`src/hw/rtl/rpn_pkg.sv`:
```
// Shared types and codes of the fraction stack calculator.
package rpn_pkg;

    typedef enum logic [3:0] {
        OP_LIT     = 4'd0,
        OP_DUP     = 4'd1,
        OP_SWAP    = 4'd2,
        OP_DROP    = 4'd3,
        OP_CLEAR   = 4'd4,
        OP_ADD     = 4'd5,
        OP_SUB     = 4'd6,
        OP_MUL     = 4'd7,
        OP_DIV     = 4'd8,
        OP_UNKNOWN = 4'd9,
        OP_QUIT    = 4'd10
    } opcode_t;

    typedef enum logic [1:0] {
        ST_OK      = 2'd0,
        ST_ERROR   = 2'd1,
        ST_QUIT    = 2'd2,
        ST_HALTED  = 2'd3
    } status_t;

    typedef enum logic [4:0] {
        DP_NOP,
        DP_LOAD,
        DP_PUSH_LIT,
        DP_WRITE_RD,
        DP_CAP_A,
        DP_CAP_B,
        DP_WRITE_A,
        DP_WRITE_B,
        DP_MUL0,
        DP_MUL1,
        DP_MUL2,
        DP_WRITE_RES,
        DP_CAP_TOP,
        DP_DIV_GCD,
        DP_GCD_STEP,
        DP_DIV_N,
        DP_CAP_QN,
        DP_DIV_D,
        DP_CAP_QD,
        DP_EMIT_EMPTY,
        DP_EMIT_TOP
    } dp_op_t;

    typedef struct packed {
        dp_op_t  op;
        opcode_t opcode;
        status_t emit_status;
    } dp_cmd_t;

    typedef struct packed {
        logic div_done;
        logic d_zero;
        logic y_zero;
        logic out_full;
    } dp_stat_t;

endpackage

```
`src/hw/rtl/rpn_ctrl.sv`:
```
// Controller: token decode, stack pointer, halt flag and sequencing of the datapath.
module rpn_ctrl
    import rpn_pkg::*;
#(
    parameter int STACK_DEPTH = 32,
    parameter int AW = $clog2(STACK_DEPTH)
)
(
    input  logic          clk,
    input  logic          rst_n,
    input  logic          in_valid,
    output logic          in_stall,
    input  logic [3:0]    opcode,
    input  dp_stat_t      stat,
    output dp_cmd_t       cmd,
    output logic [AW-1:0] rd_addr,
    output logic [AW-1:0] wr_addr
);

    localparam int CW = $clog2(STACK_DEPTH + 1);
    localparam logic [CW-1:0] DEPTH_C = CW'(STACK_DEPTH);

    typedef enum logic [4:0] {
        S_IDLE, S_DECODE, S_DUP_W, S_RD_B, S_CAP_B, S_SWAP1, S_SWAP2,
        S_MUL0, S_MUL1, S_MUL2, S_WRES, S_TOP, S_CAP_TOP, S_CHK_D,
        S_G_START, S_G_WAIT, S_G_CHECK, S_N_START, S_N_WAIT, S_D_START,
        S_D_WAIT, S_EMIT_EMPTY, S_EMIT_TOP
    } state_t;

    state_t         state_reg, state_next;
    opcode_t        op_reg, op_next;
    logic [CW-1:0]  count_reg, count_next;
    logic           halted_reg, halted_next;
    status_t        emit_reg, emit_next;
    logic [CW-1:0]  cnt_m1, cnt_m2;
    logic [AW-1:0]  top_addr, sec_addr, cnt_addr;

    assign cnt_m1   = count_reg - CW'(1);
    assign cnt_m2   = count_reg - CW'(2);
    assign top_addr = cnt_m1[AW-1:0];
    assign sec_addr = cnt_m2[AW-1:0];
    assign cnt_addr = count_reg[AW-1:0];

    always_comb
    begin
        state_next      = state_reg;
        op_next         = op_reg;
        count_next      = count_reg;
        halted_next     = halted_reg;
        emit_next       = emit_reg;
        cmd.op          = DP_NOP;
        cmd.opcode      = op_reg;
        cmd.emit_status = emit_reg;
        rd_addr         = top_addr;
        wr_addr         = cnt_addr;
        unique case (state_reg)
            S_IDLE:
            begin
                if (in_valid)
                begin
                    op_next    = opcode_t'(opcode);
                    cmd.op     = DP_LOAD;
                    state_next = S_DECODE;
                end
            end
            S_DECODE:
            begin
                if (halted_reg)
                begin
                    emit_next  = ST_HALTED;
                    state_next = S_EMIT_EMPTY;
                end
                else
                begin
                    unique case (op_reg)
                        OP_LIT:
                        begin
                            if (count_reg == DEPTH_C)
                            begin
                                emit_next   = ST_ERROR;
                                halted_next = 1'b1;
                                state_next  = S_EMIT_EMPTY;
                            end
                            else
                            begin
                                cmd.op     = DP_PUSH_LIT;
                                count_next = count_reg + CW'(1);
                                state_next = S_TOP;
                            end
                        end
                        OP_DUP:
                        begin
                            if (count_reg == '0 || count_reg == DEPTH_C)
                            begin
                                emit_next   = ST_ERROR;
                                halted_next = 1'b1;
                                state_next  = S_EMIT_EMPTY;
                            end
                            else
                            begin
                                state_next = S_DUP_W;
                            end
                        end
                        OP_DROP:
                        begin
                            if (count_reg != '0)
                            begin
                                count_next = cnt_m1;
                            end
                            state_next = S_TOP;
                        end
                        OP_CLEAR:
                        begin
                            count_next = '0;
                            state_next = S_TOP;
                        end
                        OP_QUIT:
                        begin
                            emit_next   = ST_QUIT;
                            halted_next = 1'b1;
                            state_next  = S_EMIT_EMPTY;
                        end
                        default:
                        begin
                            // Swap, the arithmetic operators and any unknown code.
                            if (count_reg < CW'(2))
                            begin
                                emit_next   = ST_ERROR;
                                halted_next = 1'b1;
                                state_next  = S_EMIT_EMPTY;
                            end
                            else
                            begin
                                state_next = S_RD_B;
                            end
                        end
                    endcase
                end
            end
            S_DUP_W:
            begin
                cmd.op     = DP_WRITE_RD;
                count_next = count_reg + CW'(1);
                state_next = S_TOP;
            end
            S_RD_B:
            begin
                cmd.op     = DP_CAP_A;
                rd_addr    = sec_addr;
                state_next = S_CAP_B;
            end
            S_CAP_B:
            begin
                cmd.op = DP_CAP_B;
                if (op_reg == OP_SWAP)
                begin
                    state_next = S_SWAP1;
                end
                else
                begin
                    count_next = cnt_m2;
                    if (op_reg == OP_ADD || op_reg == OP_SUB || op_reg == OP_MUL ||
                        op_reg == OP_DIV)
                    begin
                        state_next = S_MUL0;
                    end
                    else
                    begin
                        state_next = S_TOP;
                    end
                end
            end
            S_SWAP1:
            begin
                cmd.op     = DP_WRITE_A;
                wr_addr    = sec_addr;
                state_next = S_SWAP2;
            end
            S_SWAP2:
            begin
                cmd.op     = DP_WRITE_B;
                wr_addr    = top_addr;
                state_next = S_TOP;
            end
            S_MUL0:
            begin
                cmd.op     = DP_MUL0;
                state_next = S_MUL1;
            end
            S_MUL1:
            begin
                cmd.op     = DP_MUL1;
                state_next = S_MUL2;
            end
            S_MUL2:
            begin
                cmd.op     = DP_MUL2;
                state_next = S_WRES;
            end
            S_WRES:
            begin
                cmd.op     = DP_WRITE_RES;
                count_next = count_reg + CW'(1);
                state_next = S_TOP;
            end
            S_TOP:
            begin
                if (count_reg == '0)
                begin
                    emit_next  = ST_OK;
                    state_next = S_EMIT_EMPTY;
                end
                else
                begin
                    state_next = S_CAP_TOP;
                end
            end
            S_CAP_TOP:
            begin
                cmd.op     = DP_CAP_TOP;
                state_next = S_CHK_D;
            end
            S_CHK_D:
            begin
                state_next = stat.d_zero ? S_EMIT_TOP : S_G_START;
            end
            S_G_START:
            begin
                cmd.op     = DP_DIV_GCD;
                state_next = S_G_WAIT;
            end
            S_G_WAIT:
            begin
                if (stat.div_done)
                begin
                    cmd.op     = DP_GCD_STEP;
                    state_next = S_G_CHECK;
                end
            end
            S_G_CHECK:
            begin
                state_next = stat.y_zero ? S_N_START : S_G_START;
            end
            S_N_START:
            begin
                cmd.op     = DP_DIV_N;
                state_next = S_N_WAIT;
            end
            S_N_WAIT:
            begin
                if (stat.div_done)
                begin
                    cmd.op     = DP_CAP_QN;
                    state_next = S_D_START;
                end
            end
            S_D_START:
            begin
                cmd.op     = DP_DIV_D;
                state_next = S_D_WAIT;
            end
            S_D_WAIT:
            begin
                if (stat.div_done)
                begin
                    cmd.op     = DP_CAP_QD;
                    state_next = S_EMIT_TOP;
                end
            end
            S_EMIT_EMPTY:
            begin
                if (!stat.out_full)
                begin
                    cmd.op     = DP_EMIT_EMPTY;
                    state_next = S_IDLE;
                end
            end
            S_EMIT_TOP:
            begin
                if (!stat.out_full)
                begin
                    cmd.op     = DP_EMIT_TOP;
                    state_next = S_IDLE;
                end
            end
            default:
            begin
                state_next = S_IDLE;
            end
        endcase
    end

    always_ff @(posedge clk or negedge rst_n)
    begin
        if (!rst_n)
        begin
            state_reg  <= S_IDLE;
            op_reg     <= OP_LIT;
            count_reg  <= '0;
            halted_reg <= 1'b0;
            emit_reg   <= ST_OK;
        end
        else
        begin
            state_reg  <= state_next;
            op_reg     <= op_next;
            count_reg  <= count_next;
            halted_reg <= halted_next;
            emit_reg   <= emit_next;
        end
    end

    assign in_stall = (state_reg != S_IDLE);

endmodule

```
`config.mk`:
```
export PLATFORM = sky130hd
export DESIGN_NAME = rpn_ctrl
export DESIGN_NICKNAME = d
export VERILOG_FILES = /design/src/hw/rtl/rpn_pkg.sv /design/src/hw/rtl/rpn_ctrl.sv
export SDC_FILE = /design/constraint.sdc
export NUM_CORES = 1
export LEC_CHECK = 0
export BUFFER_PORTS_ARGS = -buffer_cell sky130_fd_sc_hd__buf_2
export CORE_MARGIN = 3
export CORE_UTILIZATION = 55
export CTS_CLUSTER_DIAMETER = 150
export DETAILED_ROUTE_END_ITERATION = 12
export PLACE_DENSITY = 0.77
export SLEW_MARGIN = 20
export SYNTH_ARGS = -nofsm -noshare
export SYNTH_HDL_FRONTEND = slang
export SYNTH_SLANG_ARGS = --single-unit
```
`constraint.sdc`:
```
create_clock -name clk -period 3.3 [get_ports clk]
set_input_delay 0.495 -clock clk [delete_from_list [all_inputs] [get_ports clk]]
set_output_delay 0.495 -clock clk [all_outputs]
set_load 0.005 [all_outputs]
```
Word-level counts from Yosys, hierarchy flattened
Cells that the tools add are included.
{ "op_classes": {"n_lt_le_gt_ge": 1, "n_reduce_logical": 19, "muxes": 46, "n_eq_ne": 47, "addsub": 3} }
{ "op_table": {"columns": ["cell", "n"], "rows": [
  ["$pmux 5 s20", 2],
  ["$mux 5", 17],
  ["$eq 5x4->1 const B", 8],
  ["$pmux 6 s3", 2],
  ["$eq 5x5->1 const B", 7],
  ["$mux 6", 4],
  ["$eq 5x3->1 const B", 4],
  ["$pmux 5 s4", 1],
  ["$eq 4x3->1 const B", 4],
  ["$mux 2", 8],
  ["$ne 2x2->1 const B", 8],
  ["$mux 4", 3],
  ["$ne 4x4->1 const B", 3],
  ["$reduce_and 6->1", 2],
  ["$eq 5x2->1 const B", 2],
  ["$pmux 5 s2", 1],
  ["$ne 3x3->1 const B", 3],
  ["$eq 4x2->1 const B", 2],
  ["$eq 4x4->1 const B", 2],
  ["$pmux 2 s4", 1],
  ["$add 6x1->6 const B", 1],
  ["$eq 6x6->1 const B", 1],
  ["$logic_not 6->1", 1],
  ["$lt 6x2->1 const B", 1],
  ["19 further kinds", 28]
]} }
{ "word_totals": {"reg_bits": 18, "output_inout_bits": 22, "wordCells": 121, "in_bits": 11} }

Longest topological paths before layout
{ "logic_depth": {"depth_word": 7, "depth_mapped": 9, "ltp_nobuf": 8} }

Least setup slack after synthesis
No wires, ideal clock.
{ "synth_path": {"kind": "register to register", "from": "reg count_reg[1]", "to": "reg state_reg[1]", "arrival_time_ps": 2312, "t_required_ps": 3164, "period_less_slack_ps": 2449, "setup_ps": 136, "stages_incl_launch_ff": 10, "setup_slack_ps": 851, "cell_sequence": "dfrtp_1 clkbuf_1 inv_1 ha_1 or4b_4 or4_1 a21oi_1 nor3_1 o31ai_1 o21ai_1"} }
{ "synth_between": {"elab_chain_cells": 6, "elab_cells_between_ends": 10, "classes_between": "order compare (1); eq/ne (1); mux (6); reduce/logical (2)"} }
{ "synth_lines": {"columns": ["element", "line_no", "rtl"], "rows": [
  ["start: declaration", "rpn_ctrl.sv:32", "logic [CW-1:0] count_reg, count_next;"],
  ["start signal: assignment", "rpn_ctrl.sv:307", "count_reg <= count_next;"],
  ["branches (longest 3 deep; another with $lt 6x2->1)", null, null],
  ["$pmux 5 s4 (*)", "rpn_ctrl.sv:75", "unique case (op_reg)"],
  ["$mux 5 (*)", "rpn_ctrl.sv:68", "if (halted_reg)"],
  ["$pmux 5 s20 (*)", "rpn_ctrl.sv:56", "unique case (state_reg)"],
  ["end signal: assignment", "rpn_ctrl.sv:305", "state_reg <= state_next;"],
  ["end: declaration", "rpn_ctrl.sv:30", "state_t state_reg, state_next;"]
]} }
Mark *: on every way between the ends.
A chain may end at the register's enable or synchronous reset.

Worst setup path in the final report
{ "layout_path": {"from": "reg state_reg[4]", "to": "out wr_addr[4]"} }
{ "layout_between": {"elab_chain_cells": 2, "elab_cells_between_ends": 3, "classes_between": "eq/ne (2); mux (1)"} }
{ "layout_lines": {"columns": ["element", "line_no", "rtl"], "rows": [
  ["$eq 5x3->1", "rpn_ctrl.sv:56", null],
  ["$pmux 5 s2 (*)", "rpn_ctrl.sv:56", null],
  ["end: declaration", "rpn_ctrl.sv:17", "output logic [AW-1:0] wr_addr"]
]} }
Every way passes the cells marked *; elsewhere a longest branch is shown, timed or not.

==> metrics.txt <==
result of the run finished, final reports clean; area of the core region between 0.003 and 0.004 sq mm; number of DRC markers in iteration 0 181; GRT Total Usage between 20% and 30%; die extent in x roughly 70 um; max-slew violation total from the final report 0; Critical Path Source state_reg[4]$_DFFE_PN0P_; antenna fix cells 0; flip-flop count of the largest register after layout 6; cell types occupying the most area after synthesis sky130_fd_sc_hd__dfrtp_1 (20%), sky130_fd_sc_hd__o21ai_0 (6.7%), sky130_fd_sc_hd__nor2_1 (5.8%), sky130_fd_sc_hd__a21oi_1 (5.1%), sky130_fd_sc_hd__nand2_1 (5.0%); final global-route overflow total 0; share of post-route cells with drive strength above 1 16.7%; critical setup path kind flip-flop to output port; clock buffer count from CTS 3; clock latency on the worst-skew pair roughly 0.26 ns; Ys Warns 0; synthesized netlist net count 330; most frequent cells in the layout sky130_fd_sc_hd__nor2_1 (35), sky130_fd_sc_hd__buf_2 (32), sky130_fd_sc_hd__o21ai_0 (30), sky130_fd_sc_hd__nand2_1 (30), sky130_fd_sc_hd__a21oi_1 (23); setup_tns 0 ns; static leakage around 0.001 uW; async set or reset register ratio after synthesis between 90% and 100%; Reg-to-Reg Start count_reg[1]$_DFFE_PN0P_; antenna violations before repair 0; cell chain of the critical path nor3b_2 > nand2_1 > nand2_1 > o21ai_0 > a2111oi_0 > xnor2_1 > buf_2; leading cell type in the layout, fill and taps excluded sky130_fd_sc_hd__nor2_1; clock tree buffer depth 2; worst reg2reg path depth 8; Core Rows 22; unrepaired setup endpoints after global routing no; cell type with the largest total area after synthesis sky130_fd_sc_hd__dfrtp_1; Clock Skew approximately 0.009 ns; number of levels in the clock H-tree 1; die area between 0.004 and 0.005 sq mm; count of buffers from port buffering 32; CTS tree yes; sequential share of the synthesized area 20.0%; post-cts repair resize count 0; post-route core utilization 64.4%; Wirelength per Cell 16.2 um; total power divided by cell area between 1000 and 1500 mW/mm^2; Final Hold Violating Endpoints 0; vias per cell around 6.5; clock transition at the register clock pins on the worst setup and hold paths after CTS 0.08 ns; Post-Syn Area about 0.0022 sq mm; detailed-route via count around 2,400; library cell used as clock root buffer sky130_fd_sc_hd__clkbuf_8; post-synthesis average cell area 7.18 sq um; crit-path max FO 13; total clock sinks 18; top achievable clock speed 356 MHz; end of the worst register-to-register path state_reg[1]$_DFFE_PN0P_; critical path's most frequent cell sky130_fd_sc_hd__nand2_1; post-synthesis to final-layout area growth 8.79%; cell count after synthesis about 310; vias in the first global route 2,133; total of max-cap violations 0; Final GP Congestion roughly 0.89; crit path max-delay cell type sky130_fd_sc_hd__dfrtp_1; delay of the slowest cell on the worst path roughly 0.52 ns; number of buffers added to fix hold violations after cts 0; WP data required roughly 2.8 ns; final WL slightly above 6000 um; post-CTS setup repair buffer count 0; Hold/Removal Path Class input pin to asynchronous set/reset pin; total I/O pin count 33; final cycle utilization of the critical path between 80% and 90%; net total in the final layout ~350; register-to-register setup slack ~0.66 ns; starting utilization of the core area slightly below 60%; worst slew margin relative to its limit 59.9%; area fraction of the dominant cell type after synthesis between 20% and 30%; DR pass1 iterations 5; number of enable flip-flop cells after synthesis 0; number of distinct standard cells referenced by the synthesized netlist 62; maximum number of pins on one net before global-route repair 29; Critical Path Sink Type output port; final routed DRC violation total 0; actual transition at the worst max-transition pin 0.602 ns; #FFs+latches synth 18; top_reg_cell synth sky130_fd_sc_hd__dfrtp_1; worst supply voltage drop on vdd ~660 uV; sort of element at the start of the critical path flip-flop; total half-perimeter wirelength after legalization and detailed placement roughly 4400 um; first-pass GRT wire length around 10,000 um; Final Critical Period ~2.8 ns; Die Ht 69.9 um; setup violation total in the final timing report 0; worst endpoint data arrival time roughly 2.3 ns; number of nets with antenna violations after detailed routing 0
==> worst max-delay path by stage <==
stage / to / cells after the start
detailed placement: state_reg[1]$_DFFE_PN0P_ / 8
finish: wr_addr[4] / 7
global route: wr_addr[4] / 7
floorplan: state_reg[1]$_DFFE_PN0P_ / 9
CTS: wr_addr[4] / 7
global placement: state_reg[1]$_DFFE_PN0P_ / 8
==> area by class of cell <==
cell class | count | area [sq um]
Tap cell | 48 | 60.1
Clock buffer | 4 | 55.1
Multi-Input combinational cell | 263 | 1660
Sequential cell | 18 | 450
Timing Repair Buffer | 37 | 198
Fill cell | 348 | 1350
Inverter | 7 | 26.3
==> routing by layer <==
metal	wire length (um)	GRT usage, %
met1	2650	33.9
met2	2780	38.6
met3	500	4.17
met4	167	7.45
met5	0	0
==> critical path: cells and delay by family (launching register included) <==
family	cells	cell delay, ns
AO/OA/AOI/OAI	2	0.61
buffers and inverters	1	0.12
XOR/XNOR	1	0.17
AND/OR/NAND/NOR	3	0.64
flip-flops	1	0.52
==> through the flow <==
stage	setup WS, ns	hold slack [ns]	total power [uW]	instances	cell area [sq um]
after detailed placement	0.746	0.461	2420	373	2390
after global routing	0.137	0.189	2900	377	2450
final	0.488	0.166	2660	377	2450
after floorplan	0.851	0.199	1940	313	2250
after global placement	0.803	0.454	2400	373	2390
after CTS	0.541	0.182	2630	377	2450
==> synthesized netlist by cell type, types with 4 or more instances <==
library cell	number
sky130_fd_sc_hd__xnor2_1	8
sky130_fd_sc_hd__ha_1	6
sky130_fd_sc_hd__mux2i_1	6
sky130_fd_sc_hd__nand3_1	5
sky130_fd_sc_hd__or3_1	4
sky130_fd_sc_hd__nand2b_1	12
sky130_fd_sc_hd__o21ai_0	30
sky130_fd_sc_hd__dfrtp_1	18
sky130_fd_sc_hd__nand2_1	30
sky130_fd_sc_hd__nor2b_1	7
sky130_fd_sc_hd__inv_1	7
sky130_fd_sc_hd__a31oi_1	7
sky130_fd_sc_hd__buf_1	4
sky130_fd_sc_hd__nor2_1	35
sky130_fd_sc_hd__a211oi_1	4
sky130_fd_sc_hd__o22ai_1	8
sky130_fd_sc_hd__o31ai_1	5
sky130_fd_sc_hd__nor3_1	9
sky130_fd_sc_hd__clkbuf_1	14
sky130_fd_sc_hd__buf_2	5
sky130_fd_sc_hd__o211ai_1	4
sky130_fd_sc_hd__mux2_2	4
sky130_fd_sc_hd__a21oi_1	23
==> cells by family (layout without fill, tap and decap cells) <==
group	Yosys count	after routing	share of synthesized area, %
compound gates	113	113	33.6
mux	10	10	4.67
buf+inv	32	48	6.29
fa+ha+maj	6	6	3.34
xor+xnor	9	9	3.51
simple gates	125	125	28.6
flops	18	18	20.0
==> where the power goes <==
part | internal [uW] | switching (uW)
clock network | 106 | 81.4
logic | 807 | 1070
registers | 322 | 271
total | 1230 | 1420
Note: power is estimated with default switching activity, not from simulation.
