--- src/hw/rtl/rpn_pkg.sv ---
// Shared types and codes of the fraction stack calculator.
package rpn_pkg;

    typedef enum logic [3:0] {
        OP_LIT     = 4'd0,
        OP_DUP     = 4'd1,
        OP_SWAP    = 4'd2,
        OP_DROP    = 4'd3,
        OP_CLEAR   = 4'd4,
        OP_ADD     = 4'd5,
        OP_SUB     = 4'd6,
        OP_MUL     = 4'd7,
        OP_DIV     = 4'd8,
        OP_UNKNOWN = 4'd9,
        OP_QUIT    = 4'd10
    } opcode_t;

    typedef enum logic [1:0] {
        ST_OK      = 2'd0,
        ST_ERROR   = 2'd1,
        ST_QUIT    = 2'd2,
        ST_HALTED  = 2'd3
    } status_t;

    typedef enum logic [4:0] {
        DP_NOP,
        DP_LOAD,
        DP_PUSH_LIT,
        DP_WRITE_RD,
        DP_CAP_A,
        DP_CAP_B,
        DP_WRITE_A,
        DP_WRITE_B,
        DP_MUL0,
        DP_MUL1,
        DP_MUL2,
        DP_WRITE_RES,
        DP_CAP_TOP,
        DP_DIV_GCD,
        DP_GCD_STEP,
        DP_DIV_N,
        DP_CAP_QN,
        DP_DIV_D,
        DP_CAP_QD,
        DP_EMIT_EMPTY,
        DP_EMIT_TOP
    } dp_op_t;

    typedef struct packed {
        dp_op_t  op;
        opcode_t opcode;
        status_t emit_status;
    } dp_cmd_t;

    typedef struct packed {
        logic div_done;
        logic d_zero;
        logic y_zero;
        logic out_full;
    } dp_stat_t;

endpackage

--- src/hw/rtl/rpn_div.sv ---
// Unsigned 32-bit restoring divider, one quotient bit per cycle.
module rpn_div
    import rpn_pkg::*;
(
    input  logic        clk,
    input  logic        rst_n,
    input  logic        start,
    input  logic [31:0] dividend,
    input  logic [31:0] divisor,
    output logic        done,
    output logic [31:0] quotient,
    output logic [31:0] remainder
);

    logic        busy_reg;
    logic        done_reg;
    logic [4:0]  cnt_reg;
    logic [63:0] acc_reg;
    logic [63:0] acc_next;
    logic [31:0] dvs_reg;
    logic [63:0] shifted;

    always_comb
    begin
        shifted = {acc_reg[62:0], 1'b0};
        if (shifted[63:32] >= dvs_reg)
        begin
            acc_next = {shifted[63:32] - dvs_reg, shifted[31:1], 1'b1};
        end
        else
        begin
            acc_next = shifted;
        end
    end

    always_ff @(posedge clk or negedge rst_n)
    begin
        if (!rst_n)
        begin
            busy_reg <= 1'b0;
            done_reg <= 1'b0;
            cnt_reg  <= '0;
        end
        else
        begin
            done_reg <= 1'b0;
            if (start)
            begin
                busy_reg <= 1'b1;
                cnt_reg  <= '0;
            end
            else if (busy_reg)
            begin
                cnt_reg <= cnt_reg + 5'd1;
                if (cnt_reg == 5'd31)
                begin
                    busy_reg <= 1'b0;
                    done_reg <= 1'b1;
                end
            end
        end
    end

    always_ff @(posedge clk)
    begin
        if (start)
        begin
            acc_reg <= {32'd0, dividend};
            dvs_reg <= divisor;
        end
        else if (busy_reg)
        begin
            acc_reg <= acc_next;
        end
    end

    assign done      = done_reg;
    assign quotient  = acc_reg[31:0];
    assign remainder = acc_reg[63:32];

endmodule

--- src/hw/rtl/rpn_dp.sv ---
// Datapath: fraction stack memory, shared multiplier, GCD reduction and result register.
module rpn_dp
    import rpn_pkg::*;
#(
    parameter int STACK_DEPTH = 32,
    parameter int AW = $clog2(STACK_DEPTH)
)
(
    input  logic               clk,
    input  logic               rst_n,
    input  dp_cmd_t            cmd,
    input  logic [AW-1:0]      rd_addr,
    input  logic [AW-1:0]      wr_addr,
    input  logic [30:0]        literal_value,
    input  logic               out_stall,
    output dp_stat_t           stat,
    output logic               out_valid,
    output logic [1:0]         status,
    output logic               top_valid,
    output logic signed [31:0] top_numerator,
    output logic signed [31:0] top_denominator
);

    logic [63:0] mem [STACK_DEPTH];
    logic [63:0] rdata_reg;
    logic [63:0] wdata;
    logic        we;

    logic [30:0] lit_reg;
    logic [31:0] a_num_reg, a_den_reg, b_num_reg, b_den_reg;
    logic [31:0] p0_reg, p1_reg, p2_reg;
    logic [31:0] n_reg, d_reg, x_reg, y_reg, fn_reg, fd_reg;
    logic        par_reg;

    logic        out_valid_reg;
    logic [1:0]  status_reg;
    logic        top_valid_reg;
    logic [31:0] num_out_reg, den_out_reg;

    logic [31:0] mul_a, mul_b, mul_lo, res_num;
    logic [31:0] abs_n, abs_d, abs_top_n, abs_top_d;
    logic [31:0] div_dividend, div_divisor, div_q, div_r;
    logic        div_start, div_done, g_sign;

    assign abs_top_n = rdata_reg[63] ? 32'd0 - rdata_reg[63:32] : rdata_reg[63:32];
    assign abs_top_d = rdata_reg[31] ? 32'd0 - rdata_reg[31:0] : rdata_reg[31:0];
    assign abs_n     = n_reg[31] ? 32'd0 - n_reg : n_reg;
    assign abs_d     = d_reg[31] ? 32'd0 - d_reg : d_reg;
    // The GCD takes the sign of n or d depending on the parity of the last Euclid term.
    assign g_sign    = par_reg ? d_reg[31] : n_reg[31];

    // Operand selection for the three products of one arithmetic token.
    always_comb
    begin
        mul_a = a_num_reg;
        mul_b = b_den_reg;
        unique case (cmd.op)
            DP_MUL0:
            begin
                priority case (cmd.opcode)
                    OP_SUB:
                    begin
                        mul_a = b_num_reg;
                        mul_b = a_den_reg;
                    end
                    OP_MUL:
                    begin
                        mul_a = a_num_reg;
                        mul_b = b_num_reg;
                    end
                    OP_DIV:
                    begin
                        mul_a = a_den_reg;
                        mul_b = b_num_reg;
                    end
                    default:
                    begin
                        mul_a = a_num_reg;
                        mul_b = b_den_reg;
                    end
                endcase
            end
            DP_MUL1:
            begin
                if (cmd.opcode == OP_ADD)
                begin
                    mul_a = b_num_reg;
                    mul_b = a_den_reg;
                end
            end
            DP_MUL2:
            begin
                if (cmd.opcode != OP_DIV)
                begin
                    mul_a = a_den_reg;
                end
            end
            default:
            begin
                mul_a = a_num_reg;
            end
        endcase
    end

    assign mul_lo = mul_a * mul_b;

    always_comb
    begin
        priority case (cmd.opcode)
            OP_ADD:  res_num = p0_reg + p1_reg;
            OP_SUB:  res_num = p0_reg - p1_reg;
            default: res_num = p0_reg;
        endcase
    end

    always_comb
    begin
        we    = 1'b1;
        wdata = rdata_reg;
        unique case (cmd.op)
            DP_PUSH_LIT:  wdata = {1'b0, lit_reg, 32'd1};
            DP_WRITE_RD:  wdata = rdata_reg;
            DP_WRITE_A:   wdata = {a_num_reg, a_den_reg};
            DP_WRITE_B:   wdata = {b_num_reg, b_den_reg};
            DP_WRITE_RES: wdata = {res_num, p2_reg};
            default:      we = 1'b0;
        endcase
    end

    always_ff @(posedge clk)
    begin
        if (we)
        begin
            mem[wr_addr] <= wdata;
        end
        rdata_reg <= mem[rd_addr];
    end

    always_comb
    begin
        div_start    = 1'b1;
        div_dividend = x_reg;
        div_divisor  = x_reg;
        unique case (cmd.op)
            DP_DIV_GCD:
            begin
                div_dividend = x_reg;
                div_divisor  = y_reg;
            end
            DP_DIV_N: div_dividend = abs_n;
            DP_DIV_D: div_dividend = abs_d;
            default:  div_start = 1'b0;
        endcase
    end

    rpn_div u_div (
        .clk       (clk),
        .rst_n     (rst_n),
        .start     (div_start),
        .dividend  (div_dividend),
        .divisor   (div_divisor),
        .done      (div_done),
        .quotient  (div_q),
        .remainder (div_r)
    );

    always_ff @(posedge clk)
    begin
        unique case (cmd.op)
            DP_LOAD:     lit_reg <= literal_value;
            DP_CAP_A:
            begin
                a_num_reg <= rdata_reg[63:32];
                a_den_reg <= rdata_reg[31:0];
            end
            DP_CAP_B:
            begin
                b_num_reg <= rdata_reg[63:32];
                b_den_reg <= rdata_reg[31:0];
            end
            DP_MUL0:     p0_reg <= mul_lo;
            DP_MUL1:     p1_reg <= mul_lo;
            DP_MUL2:     p2_reg <= mul_lo;
            DP_CAP_TOP:
            begin
                n_reg  <= rdata_reg[63:32];
                d_reg  <= rdata_reg[31:0];
                fn_reg <= rdata_reg[63:32];
                fd_reg <= rdata_reg[31:0];
                x_reg  <= abs_top_n;
                y_reg  <= abs_top_d;
                par_reg <= 1'b0;
            end
            DP_GCD_STEP:
            begin
                x_reg   <= y_reg;
                y_reg   <= div_r;
                par_reg <= ~par_reg;
            end
            DP_CAP_QN:   fn_reg <= (n_reg[31] ^ g_sign) ? 32'd0 - div_q : div_q;
            DP_CAP_QD:   fd_reg <= (d_reg[31] ^ g_sign) ? 32'd0 - div_q : div_q;
            default:
            begin
                lit_reg <= lit_reg;
            end
        endcase
    end

    always_ff @(posedge clk or negedge rst_n)
    begin
        if (!rst_n)
        begin
            out_valid_reg <= 1'b0;
        end
        else if (cmd.op == DP_EMIT_EMPTY || cmd.op == DP_EMIT_TOP)
        begin
            out_valid_reg <= 1'b1;
        end
        else if (!out_stall)
        begin
            out_valid_reg <= 1'b0;
        end
    end

    always_ff @(posedge clk)
    begin
        if (cmd.op == DP_EMIT_EMPTY)
        begin
            status_reg    <= cmd.emit_status;
            top_valid_reg <= 1'b0;
            num_out_reg   <= 32'd0;
            den_out_reg   <= 32'd0;
        end
        else if (cmd.op == DP_EMIT_TOP)
        begin
            status_reg    <= ST_OK;
            top_valid_reg <= 1'b1;
            num_out_reg   <= fn_reg;
            den_out_reg   <= fd_reg;
        end
    end

    assign stat.div_done = div_done;
    assign stat.d_zero   = (d_reg == 32'd0);
    assign stat.y_zero   = (y_reg == 32'd0);
    assign stat.out_full = out_valid_reg;

    assign out_valid       = out_valid_reg;
    assign status          = status_reg;
    assign top_valid       = top_valid_reg;
    assign top_numerator   = num_out_reg;
    assign top_denominator = den_out_reg;

endmodule

--- config.mk ---
export PLATFORM = sky130hd
export DESIGN_NAME = rpn_dp
export DESIGN_NICKNAME = d
export VERILOG_FILES = /design/src/hw/rtl/rpn_pkg.sv /design/src/hw/rtl/rpn_div.sv /design/src/hw/rtl/rpn_dp.sv
export SDC_FILE = /design/constraint.sdc
export NUM_CORES = 2
export LEC_CHECK = 0
export BUFFER_PORTS_ARGS = -buffer_cell sky130_fd_sc_hd__buf_2
export CAP_MARGIN = 0
export CORE_MARGIN = 4
export CORE_UTILIZATION = 35
export CTS_CLUSTER_SIZE = 20
export DETAILED_ROUTE_END_ITERATION = 8
export GPL_TIMING_DRIVEN = 0
export HOLD_SLACK_MARGIN = 0.02
export PLACE_DENSITY = 0.54
export SETUP_SLACK_MARGIN = 0.3
export SYNTH_ARGS = -nofsm -noshare
export SYNTH_HDL_FRONTEND = slang
export SYNTH_SLANG_ARGS = --single-unit
--- constraint.sdc ---
create_clock -name clk -period 11.42 [get_ports clk]
set_clock_uncertainty 0.2 [all_clocks]
set_input_delay 2.284 -clock clk [delete_from_list [all_inputs] [get_ports clk]]
set_output_delay 2.284 -clock clk [all_outputs]
set_load 0.02 [all_outputs]
After elaboration in Yosys (flattened, before gate mapping)

Memory sizes are Yosys's and may differ from the RTL's. A register that Yosys moved wholly into a read port is not among the register bits.
Cells that the tools add are included.

Bitwise operators: 3
Eq/ne operators: 27
Magnitude comparators: 1
$add $sub $neg: 9
Muxes and demuxes: 42
Multipliers: 1
Reduce and logical (&&, ||, !) cells: 11

Operators with widths:

| cell                                                                | number |
|---|---|
| 32-bit one-hot mux with 2 select lines                              | 9 |
| 32-bit two-way mux                                                  | 12 |
| 64-bit one-hot mux with 4 select lines                              | 1 |
| 1-bit by 32-bit subtractor with 32-bit output, first input constant | 5 |
| 32-bit one-hot mux with 3 select lines                              | 1 |
| 32-bit logical NOT                                                  | 2 |
| 64-bit two-way mux                                                  | 1 |
| 32-bit subtractor                                                   | 2 |
| 5-bit by 4-bit == test with 1-bit output, second input constant     | 8 |
| 32-bit adder                                                        | 1 |
| 32-bit >= comparator                                                | 1 |
| 32-bit by 32-bit multiplier with 32-bit output                      | 1 |
| 5-bit == test, second input constant                                | 6 |
| 5-bit by 3-bit == test with 1-bit output, second input constant     | 4 |
| 1-bit two-way mux                                                   | 13 |
| 4-bit by 3-bit == test with 1-bit output, second input constant     | 3 |
| 5-bit by 2-bit == test with 1-bit output, second input constant     | 2 |
| 5-bit two-way mux                                                   | 2 |
| 2-bit nonzero test                                                  | 5 |
| 5-bit by 1-bit adder with 5-bit output, second input constant       | 1 |
| 5-bit by 1-bit == test with 1-bit output, second input constant     | 1 |
| 5-bit OR reduction                                                  | 1 |
| 4-bit == test, second input constant                                | 1 |
| 2-bit two-way mux                                                   | 2 |
| other kinds (8)                                                     | 9 |

Memories: 1
Bits in registers: 619
Output and inout bits: 72
Input port bits: 55
Logic and storage cells: 121
RAM bits: 2048

Memories:

| name | depth | bits a word | read ports | clocked after Yosys merged registers in | write ports | RTL line     | RTL |
|---|---|---|---|---|---|---|---|
| mem  | 32    | 64          | 1          | 1                                       | 1           | rpn_dp.sv:24 | `logic [63:0] mem [STACK_DEPTH];` |

Logic depth before layout (Yosys ltp)

Depth in word-level cells: 5
Gate-level depth with buffers: 38
Gate-level depth less buffers: 33

Cells and area by module

A second synthesis with hierarchy kept.

Cell total of the unflattened synthesis: 7953
Area total of the unflattened synthesis: 127143.2 sq um

Modules (own cells, without submodules):

| module  | cells an instance | times used | area an instance (sq um) | seq. area each (sq um) |
|---|---|---|---|---|
| rpn_dp  | 7340              | 1          | 120954.8                 | 77619.4 |
| rpn_div | 613               | 1          | 6188.4                   | 2737.6 |

Worst setup path before layout

OpenSTA, ideal clock, no wires.

Kind: in2reg
Start point: input cmd[2] (netlist bit)
End point: register p0_reg[31] (data pin)
Arrival time: 10563 ps
Data required time: 10949 ps
Buffers on the path: 4
Library setup time: 271 ps
Slack: 386 ps
Stages: 36
Path through: buf_6 -> or4b_4 -> a211oi_2 -> o21ai_2 -> clkbuf_1 -> clkbuf_1 -> a21oi_1 -> clkbuf_1 -> nor2_1 -> fa_1 -> inv_1 -> fa_1 -> inv_1 -> fa_1 -> inv_1 -> fa_1 -> inv_1 -> ha_1 -> ha_1 -> fa_1 -> inv_1 -> fa_1 -> inv_1 -> ha_1 -> a21o_1 -> a21oi_1 -> nand2b_1 -> a211oi_1 -> o211ai_1 -> a31oi_1 -> nor3_1 -> or3_1 -> a31oi_1 -> o21a_1 -> o21ai_0 -> xnor2_1

Longest elaborated chain between the ends: 5
Elaborated cells between the ends (all ways): 14
Classes of those cells: mul (1); eq/ne (5); mux (7); reduce/logical (1)

RTL lines:

| what                                                                             | RTL line      | RTL |
|---|---|---|
| start, declared                                                                  | rpn_dp.sv:11  | `input dp_cmd_t cmd,` |
| 4-bit == test / 4-bit by 3-bit == test with 1-bit output (equally long branches) | rpn_dp.sv:60  | `priority case (cmd.opcode)` |
| 2-bit OR reduction (no line)                                                     | --            |  |
| 32-bit one-hot mux with 2 select lines                                           | rpn_dp.sv:60  |  |
| 32-bit one-hot mux with 2 select lines                                           | rpn_dp.sv:57  | `unique case (cmd.op)` |
| 32-bit by 32-bit multiplier with 32-bit output *                                 | rpn_dp.sv:105 | `assign mul_lo = mul_a * mul_b;` |
| named net mul_lo[31]                                                             | rpn_dp.sv:40  | `logic [31:0] mul_a, mul_b, mul_lo, res_num;` |
| end signal, assigned                                                             | rpn_dp.sv:181 | `DP_MUL0: p0_reg <= mul_lo;` |
| end, declared                                                                    | rpn_dp.sv:31  | `logic [31:0] p0_reg, p1_reg, p2_reg;` |

The timed path passes the listed nets; every way through them passes the cells marked *.
A chain may end at the register's enable or synchronous reset.

Worst setup path in the final report

Start point: input cmd[3] (netlist bit)
End point: register p1_reg[31] (data pin)

Longest elaborated chain between the ends: 5
Elaborated cells between the ends (all ways): 14
Classes of those cells: mul (1); eq/ne (5); mux (7); reduce/logical (1)

RTL lines:

| what                                                                             | RTL line      | RTL |
|---|---|---|
| 4-bit == test / 4-bit by 3-bit == test with 1-bit output (equally long branches) | rpn_dp.sv:60  |  |
| 2-bit OR reduction (no line)                                                     | --            |  |
| 32-bit one-hot mux with 2 select lines                                           | rpn_dp.sv:60  |  |
| 32-bit one-hot mux with 2 select lines                                           | rpn_dp.sv:57  |  |
| 32-bit by 32-bit multiplier with 32-bit output *                                 | rpn_dp.sv:105 |  |
| named net mul_lo[31]                                                             | rpn_dp.sv:40  |  |
| end signal, assigned                                                             | rpn_dp.sv:182 | `DP_MUL1: p1_reg <= mul_lo;` |
| end, declared                                                                    | rpn_dp.sv:31  |  |

Marks and branches as above.

==> impl_metrics.yaml <==
outcome:
  status: "finished, violations left"
  violations: "DRC, slew limit"
setup_path:
  reg2reg_to: "p1_reg[30]"
  slowest_stage: "or4b_4"
  endpoint_kind: "flip-flop"
  crit_end: "p1_reg[31]"
  crit_required_ns: 11.78
  reg2regPathDepth: 29
  crit_cells: 32
  critPathLaunchType: "input port"
  worst-setup-path-type: "in2reg"
  worstPathArrival_ns: 11.32
  crit_path_frequent_cell: "fa_1"
  crit_path_max_fanout: 10
  crit_buf_inv: 7
  startpoint: "cmd[3]"
  cpPeakStageDelay_ns: 0.60
  cp_top_family: "adder cells"
  reg2reg_slack_ns: 2.53
  r2r-start: "b_num_reg[15]"
cts:
  clkTransAtPathRegs_ns: 0.06
  cts_max_level: 5
  clkSinkCount: 2731
  cts_buffer_depth: 4
  clk_latency_ns: 0.88
  root_buffer: "clkbuf_16"
  cts_tree: "yes"
  numCtsBuffers: 292
synthesis:
  syn-num-nets: 8637
  synth-edff-count: 2562
  netlist_instances: 7978
  synth_ff_type: "edfxtp_1"
  synthSimpleGateAreaFrac_pct: 5.42
  synth.ff_latch_count: 2731
  ys_types: 91
  synth_xor_area_share_pct: 2.37
  synth.area.mux_share_pct: 12.2
  async_reset_ff_share_pct: 0.293
  synth_top_family_by_area: "multiplexers"
  netlist_area_mm2: 0.127
  synth-seq-area-share_pct: 63.3
  yosys_warnings: 0
  syn_avg_cell_area_um2: 15.9
  synth-adder-area-share_pct: 8.37
  synth_compound_area_share_pct: 5.54
floorplan:
  die_w_um: 610
  die_area_mm2: 0.373
  start_util_pct: 35.3
  fp.dieH_um: 610
  core_mm2: 0.360
  rows: 220
  ios: 127
pwr:
  swShare_pct: 36.2
  combinationalPowerShare_pct: 36.0
  power_mw: 34.5
  peakVddDrop_v: 0.00111
  net-switching-power_mw: 12.5
  p_clk_share_pct: 26.6
  power_leakage_nw: 50.5
  p_seq_share_pct: 37.5
  p_int_mw: 22.0
  power_density_mw_per_mm2: 234
routing:
  wl_mm: 445
  ant_nets: 0
  wl_per_cell_um: 32.7
  drc: 8
  num_vias: 77200
  viasPerCell: 5.67
  dr.pass1.iters: 9
  drt_iter0_markers: 10200
placed_design:
  port_buffers: 119
  place_congestion: 0.959
  dp_slack_ns: -4.01
  dpl.hpwl_mm: 322
final_layout:
  nNetsFinal: 9261
  syn_to_final_growth_pct: 16.2
  drive_above_1_share_pct: 19.7
  multi_input_area_mm2: 0.0443
  largest_reg_flops: 2048
  nFillCells: 32500
  seq_area_mm2: 0.0804
sta:
  relSlewSlack_pct: -3.93
  fmax_ghz: 0.0912
  tightest_slew_ns: 1.56
  finalSetupViolCount: 0
  min_period_over_period_pct: 96.0
  slew_violations: 7
  hold_violations: 0
  rsz0062_at_grt: "true"
  min_period_ns: 10.96
  fin_ws_ns: 0.457
flow_run:
  cap_violations: 0
global_route:
  antenna_found_initial: 27
  grt_pass1_wl_mm: 615
  gr-total-overflow: 0
  grtUsageTotal_pct: 23.5
  grt_max_degree: 41
  grt_pass1_vias: 77100
min_path:
  min_path_cells: 2
  hold_path_class: "reg2reg"
[kinds of logic after synthesis]
| family | count (synthesis) |
|---|---|
| AOI/OAI and AO/OA | 1043 |
| xor gates and xnor gates | 340 |
| adders and majority gates | 604 |
| buffers and inverters | 930 |
| DFF | 2731 |
| muxes | 745 |
| and+or+nand+nor | 1585 |
[repair_timing]
| action | in CTS | in global routing |
|---|---|---|
| endpoints found under the setup margin | 69 | 29 |
| gates resized for setup | 158 | 75 |
| pin swaps | 14 | 7 |
| setup buffers | 23 | 8 |
| hold buffers | 0 | 0 |
[worst min-delay path, delay by kind of cell (launching register included)]
family / cells / cell delay, ns
compound gates: 1 / 0.05
flops: 1 / 0.30
simple gates: 1 / 0.05
[cells in the final DEF (no fill, tap or decap), types with 31 or more instances in the layout]
master | Yosys | final
edfxtp_1 | 2562 | 2562
nand2_1 | 727 | 722
mux4_2 | 640 | 640
inv_1 | 530 | 529
nor2_1 | 519 | 479
fa_1 | 410 | 410
clkbuf_1 | 304 | 307
clkbuf_16 | 0 | 298
o21ai_0 | 279 | 255
a21oi_1 | 215 | 204
ha_1 | 194 | 193
xnor2_1 | 178 | 172
dfxtp_1 | 161 | 161
xor2_1 | 160 | 159
buf_2 | 17 | 132
buf_12 | 0 | 125
a22oi_1 | 76 | 76
buf_4 | 7 | 68
mux2_2 | 67 | 67
a22o_1 | 61 | 61
buf_1 | 67 | 60
clkinv_1 | 1 | 55
nand2b_1 | 49 | 49
a21o_1 | 46 | 45
o31ai_1 | 41 | 40
nor3_1 | 40 | 39
nor2_4 | 0 | 38
mux2i_1 | 38 | 38
clkbuf_2 | 0 | 36
clkinv_2 | 0 | 35
or3_1 | 32 | 31
[power by group through the flow]
stage                     sequential [mW]  clock (mW)  combinational (mW)
final                                12.9        9.16                12.4
after detailed placement             12.9           0                9.99
after floorplan                      12.9           0                5.68
after global routing                 12.9        9.73                13.1
after global placement               13.0           0                9.81
after CTS                            12.9        9.29                12.3
[synthesized netlist by cell type, drive strengths merged, types with 26 or more instances]
| cell type | instances | area (um2) |
|---|---|---|
| nor3 | 44 | 253 |
| o41ai | 27 | 251 |
| ha | 194 | 2430 |
| nand3 | 29 | 145 |
| o31ai | 42 | 320 |
| nand2 | 727 | 2730 |
| or4 | 27 | 206 |
| nor2b | 26 | 163 |
| dfxtp | 161 | 3220 |
| a221oi | 34 | 310 |
| fa | 410 | 8210 |
| o21ai | 283 | 1420 |
| nand2b | 49 | 307 |
| clkbuf | 304 | 1140 |
| a21o | 46 | 345 |
| nor4 | 26 | 169 |
| mux2 | 67 | 754 |
| o21a | 27 | 203 |
| a21oi | 218 | 1100 |
| nor2 | 519 | 1950 |
| inv | 531 | 1990 |
| mux4 | 640 | 14400 |
| xor2 | 160 | 1400 |
| a211oi | 31 | 250 |
| or3 | 32 | 200 |
| buf | 94 | 423 |
| edfxtp | 2562 | 76900 |
| a22o | 61 | 534 |
| xnor2 | 178 | 1560 |
| a22oi | 76 | 571 |
| a221o | 48 | 480 |
| mux2i | 38 | 380 |
[worst min-delay path by stage]
stage | startpoint | endpoint | slack (ns)
after floorplan | rdata_reg[20] | a_den_reg[20] | 0.24
after global placement | top_numerator[26] | top_numerator[26] | 0.24
after detailed placement | top_numerator[17] | top_numerator[17] | 0.25
after CTS | top_numerator[17] | top_numerator[17] | 0.26
after global routing | top_denominator[28] | top_denominator[28] | 0.27
final | top_numerator[12] | top_numerator[12] | 0.25
[metal layers]
metal / track usage [%] / up-vias / share of wire (%)
li1: - / 31500 / -
met1: 33.6 / 41200 / 43
met2: 36.3 / 3717 / 45
met3: 3.76 / 704 / 8.0
met4: 8.54 / 14 / 4.1
met5: 0 / - / 0.020
[through the flow]
stage / cells / hold slack [ns] / util, % / setup TNS, ns / area, um2
final: 13600 / 0.254 / 41.0 / 0 / 148000
after global routing: 13600 / 0.274 / 40.9 / 0 / 148000
after CTS: 13600 / 0.256 / 40.9 / 0 / 147000
after detailed placement: 13100 / 0.249 / 38.1 / -178.79 / 137000
after global placement: 12900 / 0.245 / 37.1 / -4594.72 / 134000
after floorplan: 7978 / 0.241 / - / 0 / 127000
[layout make-up]
class | count | share of cell area, %
Clock buffer | 371 | 5.27
Timing Repair Buffer | 332 | 2.81
Inverter | 532 | 1.36
Clock inverter | 134 | 0.825
Tap cell | 4773 | 4.05
Antenna cell | 12 | 0.0203
Buffer | 396 | 1.22
Multi-Input combinational cell | 4317 | 30.0
Sequential cell | 2731 | 54.5
No activity file was read; power rests on OpenSTA's default activity.
